<file path="config.mk">
export PLATFORM = sky130hd
export DESIGN_NAME = ncm_search
export DESIGN_NICKNAME = d
export VERILOG_FILES = /design/src/rtl/ncm_pkg.sv /design/src/rtl/ncm_search.sv
export SDC_FILE = /design/constraint.sdc
export NUM_CORES = 1
export LEC_CHECK = 0
export ABC_AREA = 0
export BUFFER_PORTS_ARGS = -buffer_cell sky130_fd_sc_hd__buf_2
export CAP_MARGIN = 20
export CORE_UTILIZATION = 55
export CTS_CLUSTER_SIZE = 20
export DETAILED_ROUTE_END_ITERATION = 6
export PLACE_DENSITY_LB_ADDON = 0.25
export SETUP_SLACK_MARGIN = 0.1
export SYNTH_ARGS = -nofsm -noshare
export SYNTH_HDL_FRONTEND = slang
export SYNTH_SLANG_ARGS = --single-unit
</file>
<file path="constraint.sdc">
create_clock -name clk -period 4.39 [get_ports clk]
set_clock_uncertainty 0.2 [all_clocks]
set_input_delay 0.878 -clock clk [delete_from_list [all_inputs] [get_ports clk]]
set_output_delay 0.878 -clock clk [all_outputs]
set_load 0.02 [all_outputs]
</file>
<file path="src/rtl/ncm_pkg.sv">
// ----------------------------------------------------------------------------
// ncm_pkg
// Shared types, codes and constants of the nearest centroid cosine match block.
// ----------------------------------------------------------------------------
package ncm_pkg;

	// Fixed field widths
	localparam int VALUE_BITS    = 16;
	localparam int SIM_BITS      = 41;
	localparam int ID_BITS       = 31;
	localparam int CFG_DATA_BITS = 41;
	localparam int CFG_IDX_BITS  = 2;

	// Parameter defaults
	localparam int MAX_ENTRIES_DEF = 256;
	localparam int VECTOR_LEN_DEF  = 512;

	// Input operation codes
	localparam logic [1:0] OP_CEN_WR = 2'd0;
	localparam logic [1:0] OP_ID_WR  = 2'd1;
	localparam logic [1:0] OP_QUERY  = 2'd2;

	// Configuration register indexes
	localparam logic [CFG_IDX_BITS-1:0] CFG_THRESHOLD   = 2'd0;
	localparam logic [CFG_IDX_BITS-1:0] CFG_ENTRY_COUNT = 2'd1;
	localparam logic [CFG_IDX_BITS-1:0] CFG_DIM_IN_USE  = 2'd2;

	// Register reset values
	localparam logic signed [SIM_BITS-1:0] THRESHOLD_RST   = 41'sd536870912;
	localparam logic [8:0]                 ENTRY_COUNT_RST = 9'd0;
	localparam logic [9:0]                 DIM_IN_USE_RST  = 10'd128;

	// Similarity of -1.0 in Q scaled by 2^30
	localparam logic signed [SIM_BITS-1:0] MINUS_ONE_SCALED = -41'sd1073741824;

	// Best entry of a finished search
	typedef struct packed {
		logic [SIM_BITS-1:0] score;
		logic [ID_BITS-1:0]  id;
	} result_t;

	// Search engine status toward the top level
	typedef struct packed {
		logic busy;
		logic done;
	} srch_stat_t;

	// Address bits for a store of n entries
	function automatic int addr_bits(input int n);
		return (n > 1) ? $clog2(n) : 1;
	endfunction

endpackage

</file>
<file path="src/rtl/ncm_search.sv">
// ----------------------------------------------------------------------------
// ncm_search
// Search sequencer and multiply-accumulate pipeline: walks each element in use of
// every searched entry, accumulates exact dot products and keeps the best.
// ----------------------------------------------------------------------------
module ncm_search #(
	parameter int MAX_ENTRIES = ncm_pkg::MAX_ENTRIES_DEF,
	parameter int VECTOR_LEN  = ncm_pkg::VECTOR_LEN_DEF,
	localparam int EW  = ncm_pkg::addr_bits(MAX_ENTRIES),
	localparam int IW  = ncm_pkg::addr_bits(VECTOR_LEN),
	localparam int CAW = ncm_pkg::addr_bits(MAX_ENTRIES * VECTOR_LEN),
	localparam int NW  = $clog2(MAX_ENTRIES + 1)
) (
	input  logic                            clk,
	input  logic                            arst_n,
	input  logic                            start,
	input  logic [NW-1:0]                   n_entries,
	input  logic [IW-1:0]                   last_idx,
	input  logic                            res_free,
	output logic                            rd_en,
	output logic [IW-1:0]                   qry_raddr,
	output logic [CAW-1:0]                  cen_raddr,
	output logic [EW-1:0]                   id_raddr,
	input  logic [ncm_pkg::VALUE_BITS-1:0]  qry_rdata,
	input  logic [ncm_pkg::VALUE_BITS-1:0]  cen_rdata,
	input  logic [ncm_pkg::ID_BITS-1:0]     id_rdata,
	output ncm_pkg::result_t                res,
	output ncm_pkg::srch_stat_t             stat
);

	localparam int PW = 2 * ncm_pkg::VALUE_BITS;
	localparam int SW = ncm_pkg::SIM_BITS;

	typedef enum logic [1:0] {
		ST_IDLE,
		ST_RUN,
		ST_DRAIN,
		ST_FINISH
	} state_t;

	state_t          state_q;
	logic [EW-1:0]   ent_q;
	logic [IW-1:0]   elem_q;
	logic [CAW-1:0]  base_q;
	logic [NW-1:0]   n_q;
	logic [IW-1:0]   last_q;

	logic            v_s1, last_s1;
	logic            v_s2, last_s2;
	logic signed [PW-1:0]  prod_s2;
	logic [ncm_pkg::ID_BITS-1:0] id_s2;
	logic            v_s3;
	logic [SW-1:0]   dot_s3;
	logic [ncm_pkg::ID_BITS-1:0] id_s3;
	logic [SW-1:0]   acc_q;
	logic [SW-1:0]   best_q;
	logic [ncm_pkg::ID_BITS-1:0] bid_q;

	logic            issue;
	logic            elem_last;
	logic            ent_last;
	logic [SW-1:0]   sum;

	assign issue     = (state_q == ST_RUN);
	assign elem_last = (elem_q == last_q);
	assign ent_last  = ((NW'(ent_q) + NW'(1)) == n_q);

	// Read addresses of the current element
	assign rd_en     = issue;
	assign qry_raddr = elem_q;
	assign cen_raddr = base_q + CAW'(elem_q);
	assign id_raddr  = ent_q;

	// Sequencer: walk elements, then entries, then drain and hand over
	always_ff @(posedge clk or negedge arst_n) begin
		if (!arst_n) begin
			state_q <= ST_IDLE;
			ent_q   <= '0;
			elem_q  <= '0;
			base_q  <= '0;
			n_q     <= '0;
			last_q  <= '0;
		end else begin
			case (state_q)
				ST_IDLE: begin
					if (start) begin
						ent_q   <= '0;
						elem_q  <= '0;
						base_q  <= '0;
						n_q     <= n_entries;
						last_q  <= last_idx;
						state_q <= (n_entries == '0) ? ST_FINISH : ST_RUN;
					end
				end
				ST_RUN: begin
					if (elem_last) begin
						elem_q <= '0;
						base_q <= base_q + CAW'(VECTOR_LEN);
						ent_q  <= ent_q + EW'(1);
						if (ent_last) begin
							state_q <= ST_DRAIN;
						end
					end else begin
						elem_q <= elem_q + IW'(1);
					end
				end
				ST_DRAIN: begin
					if (!v_s1 && !v_s2 && !v_s3) begin
						state_q <= ST_FINISH;
					end
				end
				ST_FINISH: begin
					if (res_free) begin
						state_q <= ST_IDLE;
					end
				end
				default: state_q <= ST_IDLE;
			endcase
		end
	end

	// Pipeline valid and last flags
	always_ff @(posedge clk or negedge arst_n) begin
		if (!arst_n) begin
			v_s1    <= 1'b0;
			last_s1 <= 1'b0;
			v_s2    <= 1'b0;
			last_s2 <= 1'b0;
			v_s3    <= 1'b0;
		end else begin
			v_s1    <= issue;
			last_s1 <= issue && elem_last;
			v_s2    <= v_s1;
			last_s2 <= v_s1 && last_s1;
			v_s3    <= v_s2 && last_s2;
		end
	end

	// Multiply the element pair once the memories answer
	always_ff @(posedge clk) begin
		if (v_s1) begin
			prod_s2 <= $signed(qry_rdata) * $signed(cen_rdata);
			id_s2   <= id_rdata;
		end
	end

	assign sum = acc_q + SW'(prod_s2);

	// Accumulate modulo 2^41; close the dot product on an entry's last element
	always_ff @(posedge clk or negedge arst_n) begin
		if (!arst_n) begin
			acc_q <= '0;
		end else if (start && state_q == ST_IDLE) begin
			acc_q <= '0;
		end else if (v_s2) begin
			acc_q <= last_s2 ? '0 : sum;
		end
	end

	always_ff @(posedge clk) begin
		if (v_s2 && last_s2) begin
			dot_s3 <= sum;
			id_s3  <= id_s2;
		end
	end

	// Keep the first strictly greatest similarity
	always_ff @(posedge clk or negedge arst_n) begin
		if (!arst_n) begin
			best_q <= ncm_pkg::MINUS_ONE_SCALED;
			bid_q  <= '0;
		end else if (start && state_q == ST_IDLE) begin
			best_q <= ncm_pkg::MINUS_ONE_SCALED;
			bid_q  <= '0;
		end else if (v_s3 && ($signed(dot_s3) > $signed(best_q))) begin
			best_q <= dot_s3;
			bid_q  <= id_s3;
		end
	end

	assign res.score = best_q;
	assign res.id    = bid_q;
	assign stat.busy = (state_q != ST_IDLE);
	assign stat.done = (state_q == ST_FINISH) && res_free;

	// Pipeline words exist only while a search runs or drains
	a_s1_in_search: assert property (@(posedge clk) disable iff (!arst_n)
		v_s1 |-> (state_q == ST_RUN || state_q == ST_DRAIN))
		else $error("element word in flight outside a search");

	// The result is handed over only with an empty pipeline
	a_finish_empty: assert property (@(posedge clk) disable iff (!arst_n)
		(state_q == ST_FINISH) |-> (!v_s1 && !v_s2 && !v_s3))
		else $error("search finished with words in flight");

endmodule

</file>
==> impl_metrics.yaml, run 1 <==
timing:
  slew_headroom: 0.3477
  worst_slack_ns: -1.697
  fin_crit_ns: 6.087
  hold_viol: 0
  fmax_ghz: 0.1643
  period_share: 1.387
  worst_slew_pin_slew_ns: 0.9784
  final_max_slew_viol_count: 0
  rsz0062_at_grt: "yes"
  setup_violations: 24
cts:
  tritoncts: "done"
  clock_latency_ns: 0.56
  numCtsBuffers: 28
  clock_sinks: 298
  htreeDepth: 1
  clkTransAtPathRegs_ns: 0.07
  ctsLongestPathBuffers: 3
  cts_root_buffer: "clkbuf_16"
  cts_hold_buf: 0
layout:
  area_delta_synth_final_pct: 19.83
  utilization: 0.6694
  drive_gt1_frac: 0.2260
  finalNetCount: 3196
  num_antenna_cells: 0
  nFillCells: 3357
min_path:
  hold_path_class: "in2async"
floorplan:
  fp.dieH_um: 211.2
  die_area_um2: 44590
  rows: 76
  core_region_area_um2: 43080
  fp.dieW_um: 211.2
  initial_core_util: 0.5586
  io_pins: 194
logic_synthesis:
  synth_commonest_cells: "inv_1, nand2_1, fa_1"
  synthCells: 2360
  ys_seq_elements: 298
  synth_area_leaders: "fa_1, edfxtp_1, dfrtp_1, ha_1, inv_1"
  yosys.area.top_type: "fa_1"
  seq_area_frac_synth: 0.3386
  synth_cell_type_count: 79
  synth_most_common_cell: "inv_1"
  synth_edf_count: 135
  syn_area_per_cell_um2: 10.20
  ys_warn_count: 0
  synth_nets: 2879
  synth_top_area_frac: 0.2188
  ys.flop_type: "dfrtp_1"
  synth_area_um2: 24060
  async_flop_share: 0.5470
placed_design:
  dp_hpwl_mm: 43.41
  place.gp.congestion: 0.9303
  portBuffers: 193
global_route:
  grt_max_degree: 92
  antenna_found_initial: 0
  track_usage: 0.2532
  grt-ovfl-total: 0
  grt_pass1_vias: 18110
  grt_pass1_wl_mm: 90.49
status:
  violations: "negative setup slack"
  status: "complete, but fails checks"
route:
  viasPerCell: 5.334
  drc: 0
  drtAntennaViolNets: 0
  vias: 17520
  dr.pass1.iters: 5
  drt_iter0_markers: 869
  finalWirelength_mm: 55.78
  wl_per_cell_um: 16.98
worst_setup_path:
  crit_type: "in2reg"
  path_common_cell: "fa_1"
  crit_slowest_cell: "fa_1"
  slowest_delay_ns: 0.54
  cp_cell_sequence: "buf_4, and2_1, fa_1, inv_1, fa_1, fa_2, inv_1, fa_2, fa_1, inv_2, fa_1, inv_2, ha_4, a21o_1, a211o_1, o31a_4, a2111oi_4, o21bai_2, a21o_1, a21oi_2, xnor2_1"
  crit_path_start_kind: "primary input"
  end_kind: "flip-flop"
  cp.arrival_ns: 6.19
  worstPathRequired_ns: 4.49
  crit_fanout: 6
run:
  max-cap-violations: 0
[stage by stage]
step	cell area (um2)	TNS, ns	setup WS (ns)	hold WS [ns]	instances
floorplan	24600	-32.45	-2.038	0.2003	2360
global placement	27030	-44.16	-2.327	0.2004	3205
detailed placement	27030	-45.93	-2.380	0.2045	3205
CTS	28540	-28.73	-1.676	0.1817	3276
global route	28840	-32.69	-1.869	0.2218	3284
finish	28840	-29.48	-1.697	0.1564	3284
[metal layers]
metal  up-vias  wire length [um]  global-route usage
met5         -                 0                   0
met2       447             27190              0.4409
li1       8316                 -                   -
met3        98              2851             0.02602
met4         0              1514             0.07496
met1      8657             24220              0.3346
[repair_timing]
action                                 4_1_cts  5_1_grt
pin swaps                                   59       39
setup buffers                               16        7
gates cloned                                 3        2
setup endpoints to repair                   25       25
endpoints found under the hold margin        0        0
resized for setup                          105       59
[worst paths after layout]
| kind | from | to | slack, ns | depth (start not counted) |
|---|---|---|---|---|
| max | qry_rdata[8] | prod_s2[30] | -1.70 | 21 |
| max in group asynchronous | arst_n | best_q[38] | 2.78 | 2 |
| min in group clk | id_s2[10] | id_s3[10] | 0.21 | 0 |
| min reg2reg | id_s2[10] | id_s3[10] | 0.21 | 0 |
| max reg2reg | prod_s2[0] | dot_s3[40] | 0.78 | 10 |
| min | arst_n | last_q[0] | 0.16 | 1 |
[layout make-up]
class                      instances  area (um2)  area share
inverter                         373        1403     0.04864
sequential                       298        8148      0.2826
multi-input combinational       1583       14670      0.5087
clock buffer                      32       737.0     0.02556
timing repair buffer             393        2914      0.1011
tap                              585       732.0     0.02538
clock inverter                    20       234.0    0.008114
[cell families (layout without fill, tap and decap cells)]
group           after synthesis  in the layout  synth area share
simple gates                665            665            0.1311
buf+inv                     479            818           0.07732
fa+ha+maj                   434            434            0.3077
compound gates              374            374            0.1048
flops                       298            298            0.3386
xor+xnor                    108            108           0.03962
mux                           2              2         0.0008320
[sequential cells by signal, summed over array words and instances, names as in the netlist, 2 cells and up]
| register | count |
|---|---|
| state_q | 2 |
| base_q | 8 |
| bid_q | 31 |
| last_q | 9 |
| id_s2 | 31 |
| best_q | 41 |
| qry_raddr | 9 |
| prod_s2 | 32 |
| n_q | 9 |
| dot_s3 | 41 |
| acc_q | 41 |
| id_s3 | 31 |
| id_raddr | 8 |
[cells in the final DEF, fill, tap and decap left out, drive strengths merged, types with 7 or more instances in the layout]
cell type  instances
fa               263
nand3             90
dfstp             11
xnor2             72
ha               171
nor3              21
o21bai            14
a21oi             82
clkbuf            35
nand2            298
and3              12
edfxtp           135
inv              375
nor2b             10
buf              388
a21o              41
nor2              60
a31oi             18
o21a               7
nand2b            16
a211oi             9
clkinv            11
o211ai             9
a22o              40
nand4             14
xor2              36
and2             127
dfrtp            152
o21ai            112
[critical path, delay by kind of cell]
kind                     cells  cell delay, ns
AO/OA/AOI/OAI                7            1.57
XOR/XNOR                     1            0.07
AND/OR/NAND/NOR              1            0.16
adder cells (fa/ha/maj)      7            3.18
buffers and inverters        5            0.35
Power of run 1 is not shown: default switching activity piles up to over one toggle a cycle in this logic, so the estimate is an artifact.
==> run 2, diff against run 1 <==
Settings changed: PLACE_DENSITY from default to 0.81, PLACE_DENSITY_LB_ADDON 0.25 to default.
==> run 2 against run 1 <==
- the run still ends with negative setup slack left
- first-iteration DRC count rose by 48%
- critical endpoint unchanged
- highest routed layer is now met5
- register-to-register slack improved by 0.15 ns
- utilization barely moved
- critical path depth did not move
==> impl_metrics.yaml, run 2 (synthesized netlist as in run 1, its figures left out) <==
status:
  status: "complete, but fails checks"
  violations: "negative setup slack"
floorplan:
  fp.dieH_um: 211.2
  die_area_um2: 44590
  core_region_area_um2: 43080
  rows: 76
  io_pins: 194
  fp.dieW_um: 211.2
  initial_core_util: 0.5586
cts:
  ctsLongestPathBuffers: 3
  cts_hold_buf: 0
  tritoncts: "done"
  clock_sinks: 298
  clock_latency_ns: 0.56
  cts_root_buffer: "clkbuf_16"
  htreeDepth: 1
  clkTransAtPathRegs_ns: 0.06
  numCtsBuffers: 26
timing:
  rsz0062_at_grt: "yes"
  fin_crit_ns: 6.109
  worst_slack_ns: -1.719
  worst_slew_pin_slew_ns: 1.021
  final_max_slew_viol_count: 0
  setup_violations: 24
  period_share: 1.392
  fmax_ghz: 0.1637
  slew_headroom: 0.3190
  hold_viol: 0
global_route:
  met3_usage: 0.03137
  grt_max_degree: 115
  track_usage: 0.2545
  grt_pass1_vias: 18690
  grt_pass1_wl_mm: 92.30
  grtUsageMet2: 0.4546
  antenna_found_initial: 2
  grt_use_met1: 0.3250
  grt-ovfl-total: 0
  grt-busiest-layer: "met2"
worst_setup_path:
  end_kind: "flip-flop"
  worstPathRequired_ns: 4.50
  ff2ff_path_depth: 10
  crit_path_start_kind: "primary input"
  crit_type: "in2reg"
  crit_fanout: 2
  cp.arrival_ns: 6.21
placed_design:
  dp_hpwl_mm: 43.52
  portBuffers: 193
  place.gp.congestion: 0.9116
layout:
  nFillCells: 3109
  utilization: 0.6698
  multi_input_area_um2: 14690
  finalNetCount: 3195
  area_delta_synth_final_pct: 19.90
  final_common_cell: "inv_1"
  drive_gt1_frac: 0.2315
  register_area_um2: 8148
  layout_common_cells: "inv_1, nand2_1, fa_1"
  top_regs: "acc_q (41), best_q (41), dot_s3 (41)"
  num_antenna_cells: 0
route:
  drtAntennaViolNets: 0
  vias: 17900
  viasPerCell: 5.454
  wl_per_cell_um: 17.43
  finalWirelength_mm: 57.19
  drt_iter0_markers: 1286
  drc: 0
  dr.pass1.iters: 5
run:
  max-cap-violations: 0
min_path:
  hold_path_class: "in2async"
[run 2: changes by cell type in the layout (fill, tap and decap cells not counted), moves of 4 or more]
| cell | change |
|---|---|
| nand2_1 | -5 |
| fa_1 | -6 |
| buf_4 | -21 |
| clkbuf_4 | +4 |
| buf_8 | +9 |
| inv_2 | +5 |
| nand2_2 | +5 |
| inv_1 | -5 |
| clkbuf_8 | +6 |
| clkinv_1 | -5 |
| fa_2 | +6 |
| buf_6 | +10 |
[run 2: through the flow]
stage	cell area (um2)	hold WS, ns	setup WS, ns	cells	TNS (ns)
2_1_floorplan	24600	0.2003	-2.038	2360	-32.45
3_3_place_gp	27060	0.2008	-2.302	3203	-44.62
3_5_place_dp	27060	0.2045	-2.381	3203	-47.00
4_1_cts	28500	0.2189	-1.714	3274	-29.72
5_1_grt	28850	0.2196	-1.863	3281	-33.25
6_report	28850	0.2106	-1.719	3281	-30.42
[run 2: per-layer routing]
| layer | vias to the layer above | routed length (um) |
|---|---|---|
| met2 | 572 | 28940 |
| met3 | 99 | 3399 |
| li1 | 8304 | - |
| met1 | 8917 | 23560 |
| met5 | - | 27 |
| met4 | 4 | 1265 |
[run 2: worst paths after layout]
| check | start | endpoint | slack [ns] |
|---|---|---|---|
| worst max register to register | prod_s2[0] | dot_s3[40] | 0.93 |
| min in group clk | id_s2[9] | id_s3[9] | 0.22 |
| worst min register to register | id_s2[9] | id_s3[9] | 0.22 |
| max in group asynchronous | arst_n | best_q[30] | 2.83 |
| worst max-delay path | cen_rdata[11] | prod_s2[30] | -1.72 |
| worst min-delay path | arst_n | qry_raddr[5] | 0.21 |
[run 2: timing repair]
| action | in CTS | in global routing |
|---|---|---|
| setup endpoints to repair | 25 | 25 |
| setup buffers | 23 | 10 |
| pin swaps | 45 | 67 |
| endpoints found under the hold margin | 0 | 0 |
| resized for setup | 101 | 96 |
[run 2: critical path: stages]
cell,delay (ns)
buf_2,0.13
and2_4,0.15
fa_1,0.53
inv_2,0.05
fa_1,0.53
inv_1,0.05
fa_1,0.49
fa_1,0.44
fa_1,0.51
inv_2,0.04
fa_1,0.49
inv_2,0.05
ha_4,0.21
a21o_1,0.18
a211o_1,0.29
o31a_4,0.37
a2111oi_4,0.32
o21bai_2,0.11
a21o_1,0.18
a21oi_2,0.13
xnor2_1,0.07
[run 2: layout make-up]
cell class / instances / share of cell area
multi-input cells: 1583 / 0.5093
well taps: 585 / 0.02537
inverters: 373 / 0.04861
flip-flops and latches: 298 / 0.2824
clock buffers: 37 / 0.02680
repair buffers: 394 / 0.1032
clock inverters: 11 / 0.004380
Power of run 2 is left out for the same reason.
